**config.mk**
```make
export PLATFORM = sky130hd
export DESIGN_NAME = salc_front
export DESIGN_NICKNAME = d
export VERILOG_FILES = /design/src/hw/rtl/salc_pkg.sv /design/src/hw/rtl/salc_front.sv
export SDC_FILE = /design/constraint.sdc
export NUM_CORES = 1
export LEC_CHECK = 0
export ABC_AREA = 1
export BUFFER_PORTS_ARGS = -buffer_cell sky130_fd_sc_hd__buf_2
export CORE_MARGIN = 2
export CORE_UTILIZATION = 51
export DETAILED_ROUTE_END_ITERATION = 7
export PLACE_DENSITY = 0.78
export SLEW_MARGIN = 20
export SYNTH_ARGS = -nofsm -noshare
export SYNTH_HDL_FRONTEND = slang
export SYNTH_SLANG_ARGS = --single-unit
```
**constraint.sdc**
```tcl
create_clock -name clk -period 2.7 [get_ports clk]
set_input_delay 0.135 -clock clk [delete_from_list [all_inputs] [get_ports clk]]
set_output_delay 0.135 -clock clk [all_outputs]
set_load 0.02 [all_outputs]
```
**src/hw/rtl/salc_pkg.sv**
```systemverilog
// Types and constants for the set-associative LRU write-back cache.
// No dependencies.
package salc_pkg;
	localparam int BLOCK_BYTES = 16;
	localparam int SETS = 32;
	localparam int WAYS = 2;
	localparam int ADDR_W = 32;
	localparam int CNT_W = 32;
	localparam logic REQ_READ = 1'b0;
	localparam logic REQ_WRITE = 1'b1;

	function automatic logic [CNT_W-1:0] sat_inc(input logic [CNT_W-1:0] v);
		sat_inc = (v == {CNT_W{1'b1}}) ? v : v + 1'b1;
	endfunction
endpackage

```
**src/hw/rtl/salc_front.sv**
```systemverilog
// Front end: accepts transactions and hands them to a two-entry queue.
// Depends on salc_pkg.
module salc_front #(
	parameter int ADDR_W = salc_pkg::ADDR_W
) (
	input  logic              clk,
	input  logic              arst_n,
	input  logic              in_valid,
	output logic              in_stall,
	input  logic              in_type,
	input  logic [ADDR_W-1:0] in_addr,
	output logic              q_valid,
	input  logic              q_pop,
	output logic              q_type,
	output logic [ADDR_W-1:0] q_addr
);
	logic [1:0]        cnt_q;
	logic              rd_q, wr_q;
	logic [ADDR_W:0]   ent_q [2];
	logic              push;

	assign in_stall = (cnt_q == 2'd2);
	assign push = in_valid && !in_stall;
	assign q_valid = (cnt_q != 2'd0);
	assign {q_type, q_addr} = ent_q[rd_q];

	// Advance pointers and count.
	always_ff @(posedge clk or negedge arst_n) begin
		if (!arst_n) begin
			cnt_q <= '0;
			rd_q <= 1'b0;
			wr_q <= 1'b0;
		end else begin
			if (push) wr_q <= ~wr_q;
			if (q_pop) rd_q <= ~rd_q;
			cnt_q <= cnt_q + {1'b0, push} - {1'b0, q_pop};
		end
	end

	// Hold entries.
	always_ff @(posedge clk) begin
		if (push) ent_q[wr_q] <= {in_type, in_addr};
	end
endmodule

```
==> impl_metrics.ini, run 1 <==
[floorplan]
rows = 26
die_w_microns = 76.32
core_sq_um = 5075
start_util_pct = 52.56
die-area_sq_um = 5825
die_y_microns = 76.32
io_pins = 72

[global_routing]
grt.overflow.total = 0
grt_start_max_net_pins = 68
antenna_found_initial = 0
grt_pass1_vias = 1720
grt_pass1_wl_mm = 7.548
track_usage_pct = 17.52

[cells_and_area]
nets = 350
drive_above_1_share_pct = 27.07
n_antenna_cell = 0
instances_no_fill = 384
area_growth_pct = 33.49

[logic_synthesis]
yosys_most_used_dff = edfxtp_1
ys_ff_latch = 70
synth.area.mux_share_pct = 0
async_flop_share_pct = 5.714
syn_nets = 239
ys_warn_count = 0
yosysMostFrequentCell = edfxtp_1
netlist_top_cells_count = edfxtp_1 (66), nand2_1 (43), inv_1 (41), o21ai_0 (30)
synthXorXnorAreaFrac_pct = 0.3283
avgSynthCellArea_sq_um = 13.34
synth_top_family_by_area = buffers and inverters
syn_area_sq_um = 2668
syn_inst = 200
yosys.area.top_type = edfxtp_1
synth_fa_ha_area_share_pct = 0.9381
yosys.area_share.simple_pct = 6.567
synth_edf_count = 66
synth_area_leaders = edfxtp_1 (74%), nand2_1 (6.1%), inv_1 (5.8%)
synth-compound-area-share_pct = 6.191
synth.distinct_cells = 13
seq_area_frac_synth_pct = 78.05
synth_top_area_share_pct = 74.30

[cts]
postCtsSetupBuffers = 0
cts.sinks = 70
hold_buffers = 32
clockRootBuffer = clkbuf_8
tritoncts = built
htree_num_levels = 3
clk_transition_reported_paths_ps = 60
cts_buffer_depth = 2
cts_made_buffers = 9
post_cts_resized = 0
clock_latency_ps = 330

[sta]
finalSetupViolations = 0
max_slew.worst_pin.slew_ps = 970.8
fin_skew_ps = 5.571
rsz0062_at_grt = false
tns_ps = 0
fmax_ghz = 0.4892
slew_violations = 0
period_needed_ps = 2044
fin_crit_sh_pct = 75.72
slew_headroom_pct = 35.28
timing_hold_violations_final = 0

[setup_path]
worstPathArrival_ps = 1910
reg2reg_from = wr_q
crit_type = register to output port
end_kind = output port
cp.required_ps = 2570
critPathMaxFanout = 67
cp-start-kind = register
crit_start = rd_q

[detailed_routing]
drt_iter0_markers = 118
vias_per_cell = 4.539
final_antenna_net_count = 0
drc_errors = 0
drt_pass1_iterations = 4
post_drt_wl_per_cell_microns = 12.55
vias = 1743
routed_wl_mm = 4.820

[outcome]
status = finished clean

[min_path]
worstHoldStart = q_pop
hold_path.class = input pin to register

[placement]
place_hpwl_mm = 2.805
portBuffers = 71
gp_congestion = 0.7384
placed_cells = 336

[flow_run]
maxCapViolCount = 0

[pwr]
peakVddDrop_mv = 0.5970
p_per_area_nw_per_um2 = 977.7
p_leak_nw = 1.564
## cell families (layout without fill, tap and decap cells)
kind of cell | Yosys count | after routing
XOR/XNOR | 1 | 1
flip-flops | 70 | 70
buffers and inverters | 48 | 162
AND/OR/NAND/NOR | 46 | 46
AO/OA/AOI/OAI | 33 | 33
adder cells (fa/ha/maj) | 2 | 2
## per-stage QoR
step	instance area [sq um]	power (mW)	hold slack (ps)	setup WS (ps)	util, %
final	3561	3.482	30.84	655.7	70.17
after global routing	3561	3.696	10.56	507.9	70.17
after CTS	3541	3.494	0.4647	697.2	69.77
after detailed placement	3077	2.819	-53.55	1004	60.63
after global placement	3077	2.786	-54.05	1038	60.63
after floorplan	2668	2.448	-160.6	324.0	-
## worst max-delay path, stage by stage (launching register included)
cell     delay [ps]
dfrtp_2        1010
o21ai_0         330
buf_2           240
## state kept, by name (all words and copies together) (netlist names)
register,cells
wr_q,1
cnt_q,2
rd_q,1
ent_q,66
## layout by cell type (no fill, tap or decap), drive strengths merged
master	n
buf	73
clkbuf	10
clkinv	4
dfrtp	4
dlygate4sd3	34
edfxtp	66
ha	2
inv	41
nand2	43
nand3	2
nor2	1
o21ai	33
xor2	1
## power breakdown
part	internal [mW]	total [mW]	switching [mW]
Combinational	0.382	1.17	0.789
Sequential	1.48	1.66	0.181
Clock	0.312	0.647	0.335
## final cells by class
class                           instances  area (sq um)
Fill cell                             368          1514
Sequential cell                        70          2083
Multi-Input combinational cell         82         381.6
Timing Repair Buffer                  107         710.7
Tap cell                               70         87.58
Clock inverter                          4         16.27
Clock buffer                           10         127.6
Inverter                               41         153.9
## layer usage
| metal | wire length, microns | track usage (%) |
|---|---|---|
| met4 | 99 | 9.091 |
| met2 | 2546 | 30.80 |
| met1 | 1949 | 18.48 |
| met5 | 0 | 0 |
| met3 | 224 | 6.161 |
## worst paths after layout
check                           slack, ps     endpoint  cells past startpoint
worst min-delay path                   30         rd_q                      2
max in group asynchronous            2430         rd_q                      2
worst max-delay path                  660   q_addr[14]                      2
min in group asynchronous             140         wr_q                      2
worst max register to register       1010  ent_q[0][4]                      4
worst min register to register        480         wr_q                      2
Note: power is estimated with default switching activity, not from simulation.
==> inputs of run 2 (changes only) <==
Settings changed: ABC_AREA 1 to 0, CORE_UTILIZATION 51 to 52, PLACE_DENSITY 0.78 to 0.79.
Clock period 2.7 ns to 1.9 ns, I/O delays scaled along.
==> run 2 against run 1 <==
Clock skew about the same. Via count decreased by 15%. Sequential power increased by 37%. First-iteration DRC count increased by 1.7%. Clock power increased by 96%. Global-route usage increased by 0.82 points. Sequential share of layout area decreased by 2.5 points. Setup slack got worse by 470 ps. Critical path depth increased by 1. Highest routed layer unchanged.
==> impl_metrics.ini, run 2 <==
[floorplan]
die-area_sq_um = 5841
start_util_pct = 53.75
io_pins = 72
die_w_microns = 76.43
rows = 26
die_y_microns = 76.43
core_sq_um = 5075

[cells_and_area]
n_antenna_cell = 0
nFillCells = 323
final_area_sq_um = 3721
reg_top3 = ent_q x66, cnt_q x2
final_cell_mix = buf_2 (71), edfxtp_1 (66), dlygate4sd3_1 (35), mux2_4 (29), clkbuf_8 (9)
largest_register_ffs = 66
nets = 277
regMostFlops = ent_q
drive_above_1_share_pct = 52.26
final_common_cell = buf_2
area_growth_pct = 36.42

[sta]
tns_ps = 0
slew_headroom_pct = 82.26
finalSetupViolations = 0
fin_skew_ps = 6.035
rsz0062_at_grt = false
slew_violations = 0
fin_crit_sh_pct = 90.08
period_needed_ps = 1712
fmax_ghz = 0.5843
timing_hold_violations_final = 0
max_slew.worst_pin.slew_ps = 266.1
worst_slack_ps = 188.4

[cts]
tritoncts = built
cts.sinks = 70
cts_buffer_depth = 2
clk_transition_reported_paths_ps = 70
cts_made_buffers = 9
postCtsSetupBuffers = 0
hold_buffers = 35
post_cts_resized = 0
clock_latency_ps = 330
clockRootBuffer = clkbuf_8
htree_num_levels = 3

[placement]
place_ws_ps = 300.2
place_hpwl_mm = 3.088
portBuffers = 71
gp_congestion = 0.7226
dpl_cell_area_sq_um = 3158

[detailed_routing]
drc_errors = 0
vias_per_cell = 4.725
post_drt_wl_per_cell_microns = 16.06
vias = 1479
drt_iter0_markers = 120
routed_wl_mm = 5.028
drt_pass1_iterations = 4
final_antenna_net_count = 0

[setup_path]
reg2reg_from = cnt_q[1]
crit_type = register to output port
crit_chain = buf_12, mux2_2, buf_2
worstPathArrival_ps = 1620
critical_path.slowest_cell = dfrtp_2
crit_start = rd_q
cp-start-kind = register
critPathMaxFanout = 29
critPathMaxStageDelay_ps = 490
critPathTopFamily = flip-flops
end_kind = output port
cp.required_ps = 1800
critPathBufInv = 2

[logic_synthesis]
syn_inst = 120
seq_area_frac_synth_pct = 76.33
ys_warn_count = 0
synth_edf_count = 66
synth.distinct_cells = 15
ys_ff_latch = 70
syn_area_sq_um = 2728
yosys_most_used_dff = edfxtp_1
yosysMostFrequentCell = edfxtp_1
async_flop_share_pct = 5.714
avgSynthCellArea_sq_um = 22.73
synth_area_leaders = edfxtp_1 (73%), mux2_4 (16%), dfrtp_1 (3.7%)
yosys.area.top_type = edfxtp_1
synth_top_area_share_pct = 72.66
syn_nets = 159
netlist_top_cells_count = edfxtp_1 (66), mux2_4 (29), dfrtp_1 (4), mux2_2 (4)

[pwr]
p_per_area_nw_per_um2 = 1500
peakVddDrop_mv = 1.121
p_leak_nw = 1.525
total_power_mw = 5.581

[flow_run]
maxCapViolCount = 0

[global_routing]
antenna_found_initial = 0
track_usage_pct = 18.35
grt_start_max_net_pins = 30
grt_pass1_wl_mm = 7.907
grt_pass1_vias = 1646
grt.overflow.total = 0

[outcome]
status = finished clean

[min_path]
hold_path.class = input pin to async pin
==> run 2: logic make-up (layout without fill, tap and decap cells) <==
| group | after synthesis | count (layout) | share of synthesized area, % |
|---|---|---|---|
| flip-flops | 70 | 70 | 76.33 |
| multiplexers | 33 | 33 | 17.61 |
| buffers and inverters | 6 | 129 | 2.890 |
| AND/OR/NAND/NOR | 5 | 5 | 0.9635 |
| XOR/XNOR | 4 | 4 | 1.285 |
| adder cells (fa/ha/maj) | 2 | 2 | 0.9173 |
==> run 2: path summary, 6_finish.rpt <==
check | end | slack [ps] | cells past startpoint
max in group asynchronous | rd_q | 1650 | 2
hold / removal | cnt_q[0] | 100 | 2
setup / recovery | q_addr[0] | 190 | 3
min in group clk | wr_q | 160 | 3
hold reg to reg | cnt_q[0] | 560 | 1
setup reg to reg | cnt_q[1] | 250 | 7
==> run 2: area by class of cell <==
type	count	area [sq um]	area share (%)
clock buffers	9	123.9	3.329
clock inverters	7	88.84	2.387
inverters	2	7.507	0.2017
multi-input cells	44	574.3	15.43
flip-flops and latches	70	2083	55.99
well taps	70	87.58	2.354
repair buffers	111	755.7	20.31
==> run 2: metal layers <==
layer	vias up	share of wire (%)	wire length, microns	track usage, %
li1	700	-	-	-
met1	729	38	1891	18.62
met2	41	56	2823	33.89
met3	9	4.5	228	6.517
met4	0	1.7	85	7.636
met5	-	0	0	0
==> run 2: worst reg2reg max path, cell delays in order (launching register included) <==
cell and delay [ps]:
dfrtp_1 420, nand2b_1 120, nand2_1 140, ha_1 300
inv_1 40, ha_1 180, xnor2_1 190, xnor2_1 160
==> run 2: per-stage QoR <==
step | std cells | util [%] | hold WS (ps)
finish | 313 | 73.32 | 102.2
detailed placement | 262 | 62.23 | -91.77
global route | 313 | 73.32 | 84.31
CTS | 313 | 73.32 | 83.52
floorplan | 120 | - | -200.6
global placement | 262 | 62.23 | -99.29
==> run 2: report_power, final <==
| group | switching (mW) | leakage, nW | internal [mW] |
|---|---|---|---|
| Clock | 0.543 | 0.103 | 0.729 |
| Combinational | 1.10 | 0.764 | 0.945 |
| Sequential | 0.151 | 0.658 | 2.12 |
==> inputs of run 3 (changes only) <==
Settings changed: REMOVE_ABC_BUFFERS set to 1.
==> run 3 against run 2 <==
Clock power about the same. Total power shrank 1.1%. Flip-flop and latch count did not move. Critical path depth stayed put. Setup slack better by 15 ps. Die area unchanged. Sequential power shrank 2%. Clock skew barely moved. Non-clock buffer count grew 1. Critical endpoint is now q_type.
==> impl_metrics.ini, run 3 (same netlist as run 2, synthesis figures left out) <==
[outcome]
status = finished clean

[sta]
rsz0062_at_grt = false
fmax_ghz = 0.5894
period_needed_ps = 1697
fin_crit_sh_pct = 89.30
max_slew.worst_pin.slew_ps = 385.9
slew_violations = 0
slew_headroom_pct = 74.27
finalSetupViolations = 0
timing_hold_violations_final = 0
fin_skew_ps = 6.274
worst_slack_ps = 203.3

[floorplan]
io_pins = 72
die_y_microns = 76.43
die-area_sq_um = 5841
rows = 26
core_sq_um = 5075
die_w_microns = 76.43
start_util_pct = 53.75

[detailed_routing]
post_drt_wl_per_cell_microns = 15.34
drt_iter0_markers = 43
vias_per_cell = 4.694
vias = 1474
drc_errors = 0
drt_pass1_iterations = 4
final_antenna_net_count = 0
routed_wl_mm = 4.816

[cts]
tritoncts = built
postCtsSetupBuffers = 0
cts_made_buffers = 9
clk_transition_reported_paths_ps = 70
cts.sinks = 70
htree_num_levels = 3
clockRootBuffer = clkbuf_8
clock_latency_ps = 330
cts_buffer_depth = 2
post_cts_resized = 0

[cells_and_area]
final_cell_mix = buf_2 (71), edfxtp_1 (66), dlygate4sd3_1 (35), mux2_4 (29), clkbuf_8 (9)
area_growth_pct = 36.24
nets = 278
drive_above_1_share_pct = 52.46
reg_top3 = ent_q x66, cnt_q x2
post-route-util_pct = 73.22
n_antenna_cell = 0
final_common_cell = buf_2
largest_register_ffs = 66
regMostFlops = ent_q

[pwr]
switching_share_pct = 31.58
comb_power_share_pct = 36.8
clkPwrFrac_pct = 22.8
p_leak_nw = 1.525
p_int_mw = 3.777
pwr-share-seq_pct = 40.4
peakVddDrop_mv = 0.8858
p_per_area_nw_per_um2 = 1486
p_sw_mw = 1.743

[setup_path]
crit_type = register to output port
cp.required_ps = 1800
critPathMaxStageDelay_ps = 390
end_kind = output port
critPathMaxFanout = 22
worst_r2r_path_depth = 7
worstPathArrival_ps = 1600
crit_chain = buf_4, mux2_2, buf_2
cp-start-kind = register
critical_path.slowest_cell = mux2_2

[global_routing]
track_usage_pct = 17.45
grt_pass1_vias = 1544
grt.overflow.total = 0
grt_start_max_net_pins = 23
antenna_found_initial = 0
grt_pass1_wl_mm = 7.527

[placement]
place_ws_ps = 300.6
gp_congestion = 0.7340
portBuffers = 71
place_hpwl_mm = 3.027

[min_path]
hold_path.class = input pin to async pin

[flow_run]
maxCapViolCount = 0
run 3: power by group through the flow:
stage / Combinational (mW) / Sequential (mW) / Clock (mW)
4_1_cts: 2.05 / 2.24 / 1.27
2_1_floorplan: 1.30 / 2.37 / 0
3_3_place_gp: 1.95 / 2.23 / 0
5_1_grt: 2.15 / 2.27 / 1.35
3_5_place_dp: 1.99 / 2.27 / 0
6_report: 2.03 / 2.23 / 1.26
run 3: per-stage QoR:
stage	instance area [sq um]	TNS [ps]	std cells	hold slack (ps)	total power, mW
6_report	3716	0	314	95.22	5.521
5_1_grt	3716	0	314	79.76	5.769
4_1_cts	3716	0	314	75.58	5.557
3_5_place_dp	3153	0	263	-94.20	4.263
3_3_place_gp	3153	0	263	-99.14	4.185
2_1_floorplan	2656	-16780	116	-200.6	3.676
run 3: worst max-delay path: cells and delay by family, from the launching register on:
kind,cells,cell delay (ps)
buf+inv,2,510
mux,1,390
flops,1,360
run 3: layout make-up:
class                      instances  area (sq um)
clock buffer                       9         123.9
clock inverter                     7         88.84
fill                             338          1359
inverter                           2         7.507
multi-input combinational         44         574.3
sequential                        70          2083
tap                               70         87.58
timing repair buffer             112         750.7
run 3: worst paths after layout:
| path | start | to | slack, ps |
|---|---|---|---|
| max in group asynchronous | arst_n | rd_q | 1670 |
| hold reg to reg | cnt_q[0] | cnt_q[0] | 530 |
| setup / recovery | rd_q | q_type | 200 |
| hold / removal | arst_n | wr_q | 100 |
| setup reg to reg | cnt_q[1] | cnt_q[1] | 280 |
| min in group clk | in_valid | wr_q | 170 |
run 3: layer usage:
| layer | GRT usage (%) | up-vias | wire (microns) |
|---|---|---|---|
| met5 | 0 | - | 0 |
| li1 | - | 701 | - |
| met3 | 5.213 | 7 | 264 |
| met1 | 21.03 | 710 | 2047 |
| met4 | 8.727 | 0 | 62 |
| met2 | 28.67 | 56 | 2441 |
run 3: timing repair:
| item | CTS | global route |
|---|---|---|
| endpoints found under the setup margin | 0 | 0 |
| hold buffers | 35 | 0 |
| hold endpoints to repair | 71 | 0 |
